===== config.mk =====
export PLATFORM = sky130hd
export DESIGN_NAME = sha256_byte_stream_hasher_core
export DESIGN_NICKNAME = d
export VERILOG_FILES = /design/src/sha256_pkg.sv /design/src/sha256_round.sv /design/src/sha256_byte_stream_hasher_core.sv
export SDC_FILE = /design/constraint.sdc
export NUM_CORES = 2
export LEC_CHECK = 0
export BUFFER_PORTS_ARGS = -buffer_cell sky130_fd_sc_hd__buf_4
export CORE_MARGIN = 2
export CORE_UTILIZATION = 27
export CTS_CLUSTER_DIAMETER = 120
export CTS_CLUSTER_SIZE = 14
export DETAILED_ROUTE_END_ITERATION = 6
export GPL_TIMING_DRIVEN = 1
export HOLD_SLACK_MARGIN = 0.06
export PLACE_DENSITY_LB_ADDON = 0.25
export SETUP_SLACK_MARGIN = 0.15
export SYNTH_ARGS = -nofsm -noshare
export SYNTH_HDL_FRONTEND = slang
export SYNTH_SLANG_ARGS = --single-unit

===== constraint.sdc =====
create_clock -name clk_i -period 23.4 [get_ports clk_i]
set_input_delay 0 -clock clk_i [delete_from_list [all_inputs] [get_ports clk_i]]
set_output_delay 0 -clock clk_i [all_outputs]
set_load 0.05 [all_outputs]

===== src/sha256_pkg.sv =====
`timescale 1ns / 1ps
// ----------------------------------------------------------------------------
// sha256 package
// types and constants shared by the byte stream hasher modules
// ----------------------------------------------------------------------------
package sha256_pkg;

  typedef struct packed {
    logic [7:0] data_byte;
    logic       byte_valid;
    logic       end_of_message;
  } in_beat_t;

  typedef struct packed {
    logic [63:0] digest_word;
    logic [1:0]  word_index;
    logic        last_word;
  } out_beat_t;

  localparam logic [7:0] PadByte  = 8'h80;
  localparam logic [5:0] LenStart = 6'd56;

  localparam logic [255:0] InitWords = {
    32'h6a09e667, 32'hbb67ae85, 32'h3c6ef372, 32'ha54ff53a,
    32'h510e527f, 32'h9b05688c, 32'h1f83d9ab, 32'h5be0cd19
  };

  function automatic logic [31:0] init_word(input logic [2:0] idx);
    init_word = InitWords[(3'd7 - idx) * 32 +: 32];
  endfunction

  function automatic logic [31:0] round_k(input logic [5:0] idx);
    logic [31:0] k;
    case (idx)
      6'd0: k = 32'h428a2f98;  6'd1: k = 32'h71374491;  6'd2: k = 32'hb5c0fbcf;
      6'd3: k = 32'he9b5dba5;  6'd4: k = 32'h3956c25b;  6'd5: k = 32'h59f111f1;
      6'd6: k = 32'h923f82a4;  6'd7: k = 32'hab1c5ed5;  6'd8: k = 32'hd807aa98;
      6'd9: k = 32'h12835b01;  6'd10: k = 32'h243185be; 6'd11: k = 32'h550c7dc3;
      6'd12: k = 32'h72be5d74; 6'd13: k = 32'h80deb1fe; 6'd14: k = 32'h9bdc06a7;
      6'd15: k = 32'hc19bf174; 6'd16: k = 32'he49b69c1; 6'd17: k = 32'hefbe4786;
      6'd18: k = 32'h0fc19dc6; 6'd19: k = 32'h240ca1cc; 6'd20: k = 32'h2de92c6f;
      6'd21: k = 32'h4a7484aa; 6'd22: k = 32'h5cb0a9dc; 6'd23: k = 32'h76f988da;
      6'd24: k = 32'h983e5152; 6'd25: k = 32'ha831c66d; 6'd26: k = 32'hb00327c8;
      6'd27: k = 32'hbf597fc7; 6'd28: k = 32'hc6e00bf3; 6'd29: k = 32'hd5a79147;
      6'd30: k = 32'h06ca6351; 6'd31: k = 32'h14292967; 6'd32: k = 32'h27b70a85;
      6'd33: k = 32'h2e1b2138; 6'd34: k = 32'h4d2c6dfc; 6'd35: k = 32'h53380d13;
      6'd36: k = 32'h650a7354; 6'd37: k = 32'h766a0abb; 6'd38: k = 32'h81c2c92e;
      6'd39: k = 32'h92722c85; 6'd40: k = 32'ha2bfe8a1; 6'd41: k = 32'ha81a664b;
      6'd42: k = 32'hc24b8b70; 6'd43: k = 32'hc76c51a3; 6'd44: k = 32'hd192e819;
      6'd45: k = 32'hd6990624; 6'd46: k = 32'hf40e3585; 6'd47: k = 32'h106aa070;
      6'd48: k = 32'h19a4c116; 6'd49: k = 32'h1e376c08; 6'd50: k = 32'h2748774c;
      6'd51: k = 32'h34b0bcb5; 6'd52: k = 32'h391c0cb3; 6'd53: k = 32'h4ed8aa4a;
      6'd54: k = 32'h5b9cca4f; 6'd55: k = 32'h682e6ff3; 6'd56: k = 32'h748f82ee;
      6'd57: k = 32'h78a5636f; 6'd58: k = 32'h84c87814; 6'd59: k = 32'h8cc70208;
      6'd60: k = 32'h90befffa; 6'd61: k = 32'ha4506ceb; 6'd62: k = 32'hbef9a3f7;
      default: k = 32'hc67178f2;
    endcase
    round_k = k;
  endfunction

  function automatic logic [31:0] ror32(input logic [31:0] x, input int n);
    ror32 = (x >> n) | (x << (32 - n));
  endfunction

endpackage


===== src/sha256_round.sv =====
`timescale 1ns / 1ps
// ----------------------------------------------------------------------------
// sha256 round
// one compression round on registered working vars; the schedule word comes in on w_i
// ----------------------------------------------------------------------------
module sha256_round (
  input  logic         clk_i,
  input  logic         load_i,
  input  logic         step_i,
  input  logic [255:0] chain_i,
  input  logic [31:0]  w_i,
  input  logic [5:0]   rnd_i,
  output logic [255:0] vars_o
);

  logic [31:0] a, b, c, d, e, f, g, h;
  logic [31:0] t1, t2;
  logic [255:0] vars_q, vars_d;

  assign {a, b, c, d, e, f, g, h} = vars_q;

  always_comb begin
    t1 = h + (sha256_pkg::ror32(e, 6) ^ sha256_pkg::ror32(e, 11) ^ sha256_pkg::ror32(e, 25))
         + ((e & f) ^ (~e & g)) + sha256_pkg::round_k(rnd_i) + w_i;
    t2 = (sha256_pkg::ror32(a, 2) ^ sha256_pkg::ror32(a, 13) ^ sha256_pkg::ror32(a, 22))
         + ((a & b) ^ (a & c) ^ (b & c));
    vars_d = vars_q;
    if (load_i) begin
      vars_d = chain_i;
    end else if (step_i) begin
      vars_d = {t1 + t2, a, b, c, d + t1, e, f, g};
    end
  end

  always_ff @(posedge clk_i) begin
    vars_q <= vars_d;
  end

  assign vars_o = vars_q;

endmodule


===== src/sha256_byte_stream_hasher_core.sv =====
`timescale 1ns / 1ps
// ----------------------------------------------------------------------------
// sha256 byte stream hasher core
// sha-256 over a byte stream; message words kept in a 16-entry memory
// ----------------------------------------------------------------------------
//  channel | dir | payload                 | handshake
//  in      | in  | sha256_pkg::in_beat_t   | in_valid_i / in_ready_o
//  out     | out | sha256_pkg::out_beat_t  | out_valid_o / out_ready_i
//
//  each data beat is absorbed into the buffer; one that fills a block starts 64 rounds
//  (an RD and an RND state each) that run before the next beat is taken.
//  an end beat pads byte by byte and hashes one or two blocks,
//  then emits four digest beats.
//  reset loads the initial chaining words and clears length and fill level; the buffer needs none.
//  out_ready_i low holds the digest beats, and the input waits behind them.
// ----------------------------------------------------------------------------
module sha256_byte_stream_hasher_core (
  input  logic                  clk_i,
  input  logic                  rst_ni,
  input  logic                  in_valid_i,
  output logic                  in_ready_o,
  input  sha256_pkg::in_beat_t  in_data_i,
  output logic                  out_valid_o,
  input  logic                  out_ready_i,
  output sha256_pkg::out_beat_t out_data_o
);

  typedef enum logic [3:0] {
    ST_IDLE, ST_PAD, ST_LOAD, ST_RD, ST_RND, ST_FIN, ST_OUT
  } state_e;

  state_e       state_q;
  logic [255:0] chain_q;
  logic [60:0]  len_q;
  logic [5:0]   fill_q;
  logic [5:0]   rnd_q;
  logic         pad_q;    // padding in progress
  logic         fin_q;    // digest after current block
  logic [1:0]   widx_q;
  logic [31:0]  word_q;   // byte assembly
  logic         len_ok_q;   // length bytes go in the block being padded
  logic         pad_done_q; // set when the length bytes have gone in

  // 16-word schedule memory, one write and one registered read per cycle
  logic [31:0] wmem [16];
  logic        we;
  logic [3:0]  waddr, raddr;
  logic [31:0] wdata, rdata_q;
  // window reads: w[i-16], w[i-15], w[i-7], w[i-2] fetched one at a time from memory would be slow;
  // keep a 16-deep window of registers read at fixed taps instead of memory reads
  logic [31:0] win_q [16];

  always_ff @(posedge clk_i) begin
    if (we) wmem[waddr] <= wdata;
    rdata_q <= wmem[raddr];
  end

  logic       byte_push;
  logic [7:0] byte_val;
  logic [31:0] word_next;
  logic [31:0] sched_w, cur_w, s0, s1;
  logic [255:0] vars;
  logic        rload, rstep;

  always_comb begin
    word_next = {word_q[23:0], byte_val};
    s0 = sha256_pkg::ror32(win_q[1], 7) ^ sha256_pkg::ror32(win_q[1], 18) ^ (win_q[1] >> 3);
    s1 = sha256_pkg::ror32(win_q[14], 17) ^ sha256_pkg::ror32(win_q[14], 19)
         ^ (win_q[14] >> 10);
    sched_w = win_q[0] + s0 + win_q[9] + s1;
    cur_w = (rnd_q < 6'd16) ? rdata_q : sched_w;
  end

  sha256_round u_round (
    .clk_i  (clk_i),
    .load_i (rload),
    .step_i (rstep),
    .chain_i(chain_q),
    .w_i    (cur_w),
    .rnd_i  (rnd_q),
    .vars_o (vars)
  );

  logic [7:0] pad_byte;
  logic       len_here;
  always_comb begin
    // the block being padded carries the length if 0x80 landed before byte 56
    len_here = pad_q ? len_ok_q : (fill_q < sha256_pkg::LenStart);
    // padding bytes: 0x80 first, zeros, then length big-endian
    if (!pad_q) pad_byte = sha256_pkg::PadByte;
    else if (len_ok_q && fill_q >= sha256_pkg::LenStart)
      pad_byte = 8'({len_q, 3'b000} >> (6'd56 - {fill_q[2:0], 3'b000}));
    else pad_byte = 8'h00;
  end

  assign in_ready_o = (state_q == ST_IDLE);
  wire in_acc  = in_valid_i && in_ready_o;
  wire out_acc = out_valid_o && out_ready_i;

  always_comb begin
    byte_push = 1'b0;
    byte_val  = in_data_i.data_byte;
    if (state_q == ST_IDLE) byte_push = in_acc && in_data_i.byte_valid;
    if (state_q == ST_PAD) begin
      byte_push = 1'b1;
      byte_val = pad_byte;
    end
    we    = byte_push && (fill_q[1:0] == 2'b11);
    waddr = fill_q[5:2];
    wdata = word_next;
    // read in the RD cycle of round r lands for the RND cycle of round r
    raddr = rnd_q[3:0];
    rload = (state_q == ST_LOAD);
    rstep = (state_q == ST_RND);
  end

  always_ff @(posedge clk_i) begin
    if (byte_push) word_q <= word_next;
    if (state_q == ST_RND) begin
      for (int i = 0; i < 15; i++) win_q[i] <= win_q[i + 1];
      win_q[15] <= cur_w;
    end
  end

  always_ff @(posedge clk_i or negedge rst_ni) begin
    if (!rst_ni) begin
      state_q  <= ST_IDLE;
      chain_q  <= sha256_pkg::InitWords;
      len_q    <= '0;
      fill_q   <= '0;
      rnd_q    <= '0;
      pad_q    <= 1'b0;
      fin_q    <= 1'b0;
      widx_q   <= '0;
      len_ok_q <= 1'b0;
    end else begin
      if (byte_push) fill_q <= fill_q + 6'd1;
      case (state_q)
        ST_IDLE: begin
          if (in_acc) begin
            if (in_data_i.byte_valid) len_q <= len_q + 61'd1;
            fin_q <= in_data_i.end_of_message;
            if (in_data_i.byte_valid && fill_q == 6'd63) state_q <= ST_LOAD;
            else if (in_data_i.end_of_message) state_q <= ST_PAD;
          end
        end
        ST_PAD: begin
          pad_q <= 1'b1;
          // a block closed without the length leaves it for the next one
          len_ok_q <= (fill_q == 6'd63) ? 1'b1 : len_here;
          if (fill_q == 6'd63) begin
            state_q <= ST_LOAD;
          end
        end
        ST_LOAD: begin
          rnd_q   <= '0;
          state_q <= ST_RD;
        end
        ST_RD: state_q <= ST_RND;
        ST_RND: begin
          rnd_q <= rnd_q + 6'd1;
          state_q <= (rnd_q == 6'd63) ? ST_FIN : ST_RD;
        end
        ST_FIN: begin
          for (int i = 0; i < 8; i++)
            chain_q[i*32 +: 32] <= chain_q[i*32 +: 32] + vars[i*32 +: 32];
          if (!fin_q) state_q <= ST_IDLE;
          else if (pad_q && pad_done_q) state_q <= ST_OUT;
          else state_q <= ST_PAD;
          widx_q <= '0;
        end
        ST_OUT: begin
          if (out_acc) begin
            widx_q <= widx_q + 2'd1;
            if (widx_q == 2'd3) begin
              state_q  <= ST_IDLE;
              chain_q  <= sha256_pkg::InitWords;
              len_q    <= '0;
              fill_q   <= '0;
              pad_q    <= 1'b0;
              fin_q    <= 1'b0;
              len_ok_q <= 1'b0;
            end
          end
        end
        default: state_q <= ST_IDLE;
      endcase
    end
  end

  // set when the block just closed holds the length (it is the last one)
  always_ff @(posedge clk_i or negedge rst_ni) begin
    if (!rst_ni) pad_done_q <= 1'b0;
    else if (state_q == ST_OUT) pad_done_q <= 1'b0;
    else if (state_q == ST_PAD && fill_q == 6'd63) pad_done_q <= len_here;
  end

  assign out_valid_o = (state_q == ST_OUT);
  always_comb begin
    out_data_o.digest_word = chain_q[(2'd3 - widx_q) * 64 +: 64];
    out_data_o.word_index  = widx_q;
    out_data_o.last_word   = (widx_q == 2'd3);
  end

  // digest beats only leave when the final block has been folded in
  assert property (@(posedge clk_i) disable iff (!rst_ni)
    out_valid_o |-> fin_q) else $error("digest without end of message");
  assert property (@(posedge clk_i) disable iff (!rst_ni)
    in_ready_o |-> !out_valid_o) else $error("input taken during digest");
  assert property (@(posedge clk_i) disable iff (!rst_ni)
    (state_q == ST_RND && rnd_q == 6'd63) |=> state_q == ST_FIN)
    else $error("round count slip");

endmodule


==> out/qor.txt <==
layout cell share with drive strength beyond 1 = 9.94%
Post-synth EDFFs = 1304
Vias/cell = 5.05
Yosys warnings = 0
Starting Density = 27.1%
Synth top cells by count = edfxtp_1, nand2_1, a21oi_1
Slew headroom = -1.77%
clk_skew = 0.0812 ns
Finished Core Util = 30.2%
CTS H-Tree Depth = 4
gpl congestion = 0.934
slowest CP cell = a2111oi_2
Worst Path Class, Setup = register to register
RSZ-0062 raised after global routing = false
Min-Delay Path Class = input port to register
clock buffer depth = 4
fraction of the cycle the final worst path needs = 48.9%
Setup TNS = 0 ns
# hold bufs at CTS = 19
Crit Path Max Fanout = 6
Port Buffers = 82
gr usage total = 17.6%
top-count cell post-synth = edfxtp_1
first-pass GRT wire length = 439 mm
Die ar. = 340000 um2
Register Area = 48500 um2
post-synth top area cell = edfxtp_1
Non-Filler Instances = 12200
post-layout net count = 8303
antenna viol nets, final = 0
top cells by area, synth = edfxtp_1, ha_1, dfrtp_1
1st-pass router iterations = 6
CTS tree = built
Hold Path Depth = 4
reg-to-reg endpoint = u_round.vars_o[252]
Core Footprint = 334000 um2
number of synthesized register bits = 1674
Post-synth ARST share = 20.2%
Post-Syn Area = 90600 um2
WL final = 306 mm
per-cell routed wire length = 25.2 um
Slew Limit Fails = 2
routed vias = 61300
vias in the first global route = 59600
Chip Width = 583 um
max frequency = 87.4 MHz
Iter 0 DRT Violations = 6151
worst hold start = in_valid_i
r2r startpoint = win_q[0][40]
DP Cell Count = 11900
Max-cap violations = 1
Worst Setup End Kind = register
CP startpoint kind = register
Least-Margin Pin Slew = 1.51 ns
Post-CTS Repair Setup Buffers = 0
Hold Fails Final Rpt = 0
clock sink total = 1674
# IOs = 83
Mapped Cells = 7654
Post-Synthesis Net Count = 8275
total clock buffers created by CTS = 147
CP peak stage delay = 0.81 ns
PostCTS Resize Cnt = 0
Syn Area/Cell = 11.8 um2
sequential fraction of the synthesis area = 53.5%
Synth Flop Type = edfxtp_1
Clk pin slew, worst setup/hold paths = 0.08 ns
status = finished, violations left
Row Count = 212
Multi-input gate area = 39500 um2
arrival time worst endpoint = 11.98 ns
pin count of the biggest net entering global routing = 142
post-DP HPWL = 216 mm
Worst-Skew Late Latency = 0.86 ns
number of remaining DRC errors = 0
P&R area growth vs syn = 11.4%
gr ovfl total = 0
Synth top area share = 43.2%
clk root buf = clkbuf_16
Setup violations, final = 0
initial antenna violation count = 13
Yosys cell types = 98
failing checks = max-capacitance violations, max-slew violations
min Tclk post-route = 11.44 ns
Worst Hold Endpoint = len_q[0]
# fillers = 34000
die height = 583 um
register-to-register setup slack = 11.96 ns
Data required, critical path = 23.93 ns
worst r2r path cells = 45
## worst max path at each step
stage	from	end	slack, ns	cells after the start
floorplan	state_q[1]	rnd_q[1]	5.57	6
global placement	win_q[0][41]	u_round.vars_o[253]	12.13	43
detailed placement	win_q[0][41]	u_round.vars_o[251]	12.19	43
CTS	win_q[0][41]	u_round.vars_o[251]	12.15	43
global route	win_q[0][40]	u_round.vars_o[252]	11.34	45
finish	win_q[0][40]	u_round.vars_o[252]	11.96	45
## stage by stage
step           worst slack (ns)  instance area (um2)  hold WS, ns
6_report                  11.96               101000        0.118
5_1_grt                   11.34               101000        0.113
4_1_cts                   12.15               101000       0.0631
3_5_place_dp              12.19                96500        0.177
3_3_place_gp              12.13                96500        0.168
2_1_floorplan              5.57                90600       -0.296
## layout by cell type, fill, tap and decap left out, types with 48 or more instances in the layout
| cell | count |
|---|---|
| edfxtp_1 | 1304 |
| nand2_1 | 1012 |
| a21oi_1 | 503 |
| nor2_1 | 442 |
| ha_1 | 410 |
| o21ai_0 | 406 |
| inv_1 | 399 |
| xnor2_1 | 385 |
| xor2_1 | 232 |
| fa_1 | 197 |
| dfrtp_1 | 194 |
| buf_4 | 191 |
| a21o_1 | 177 |
| mux4_2 | 162 |
| clkbuf_16 | 150 |
| dfstp_2 | 136 |
| mux2i_1 | 132 |
| nand3_1 | 94 |
| nor3_1 | 80 |
| clkbuf_1 | 71 |
| nand2b_1 | 69 |
| o221ai_1 | 60 |
| or3_1 | 48 |
| and3_1 | 48 |
## layer usage
layer  track usage, %  share of wire, %  vias to the layer above
li1                 -                 -                    27800
met1             26.2                48                    31500
met2             27.3                45                     1698
met3             2.03               5.0                      288
met4             3.60               2.0                        2
met5                0            0.0023                        -
## critical path: cells and delay by family (launching register included)
| kind | cells | cell delay [ns] |
|---|---|---|
| AOI/OAI and AO/OA | 13 | 3.47 |
| xor gates and xnor gates | 5 | 1.05 |
| adders and majority gates | 10 | 4.19 |
| buffers and inverters | 7 | 0.50 |
| DFF | 1 | 0.47 |
| and+or+nand+nor | 10 | 1.45 |
## state kept, by name, summed over array words and instances, names as in the netlist
signal / cells
len_q: 61
win_q: 512
u_round.vars_o: 256
fill_q: 6
len_ok_q: 1
word_q: 24
state_q: 3
rdata_q: 32
wmem: 512
fin_q: 1
pad_q: 1
rnd_q: 6
widx_q: 2
pad_done_q: 1
chain_q: 256
## cells by family (layout without fill, tap and decap cells)
| family | after synthesis | after routing | share of synthesized area, % |
|---|---|---|---|
| simple gates | 1979 | 1979 | 9.50 |
| compound gates | 1692 | 1692 | 11.9 |
| flops | 1674 | 1674 | 53.5 |
| buf+inv | 739 | 848 | 3.08 |
| fa+ha+maj | 626 | 626 | 10.2 |
| xor+xnor | 617 | 617 | 5.97 |
| mux | 327 | 327 | 5.90 |
| other cells | 0 | 2 | 0 |
## cell type report
type / instances / share of cell area (%)
timing repair buffer: 214 / 1.70
tap: 4387 / 5.44
multi-input combinational: 5241 / 39.2
sequential: 1674 / 48.0
antenna: 2 / 0.00496
clock inverter: 9 / 0.136
inverter: 404 / 1.52
clock buffer: 221 / 3.98
Power is left out: the tool's default activity adds up to more than one toggle a clock period on the data nets, which glitch-free logic cannot reach.
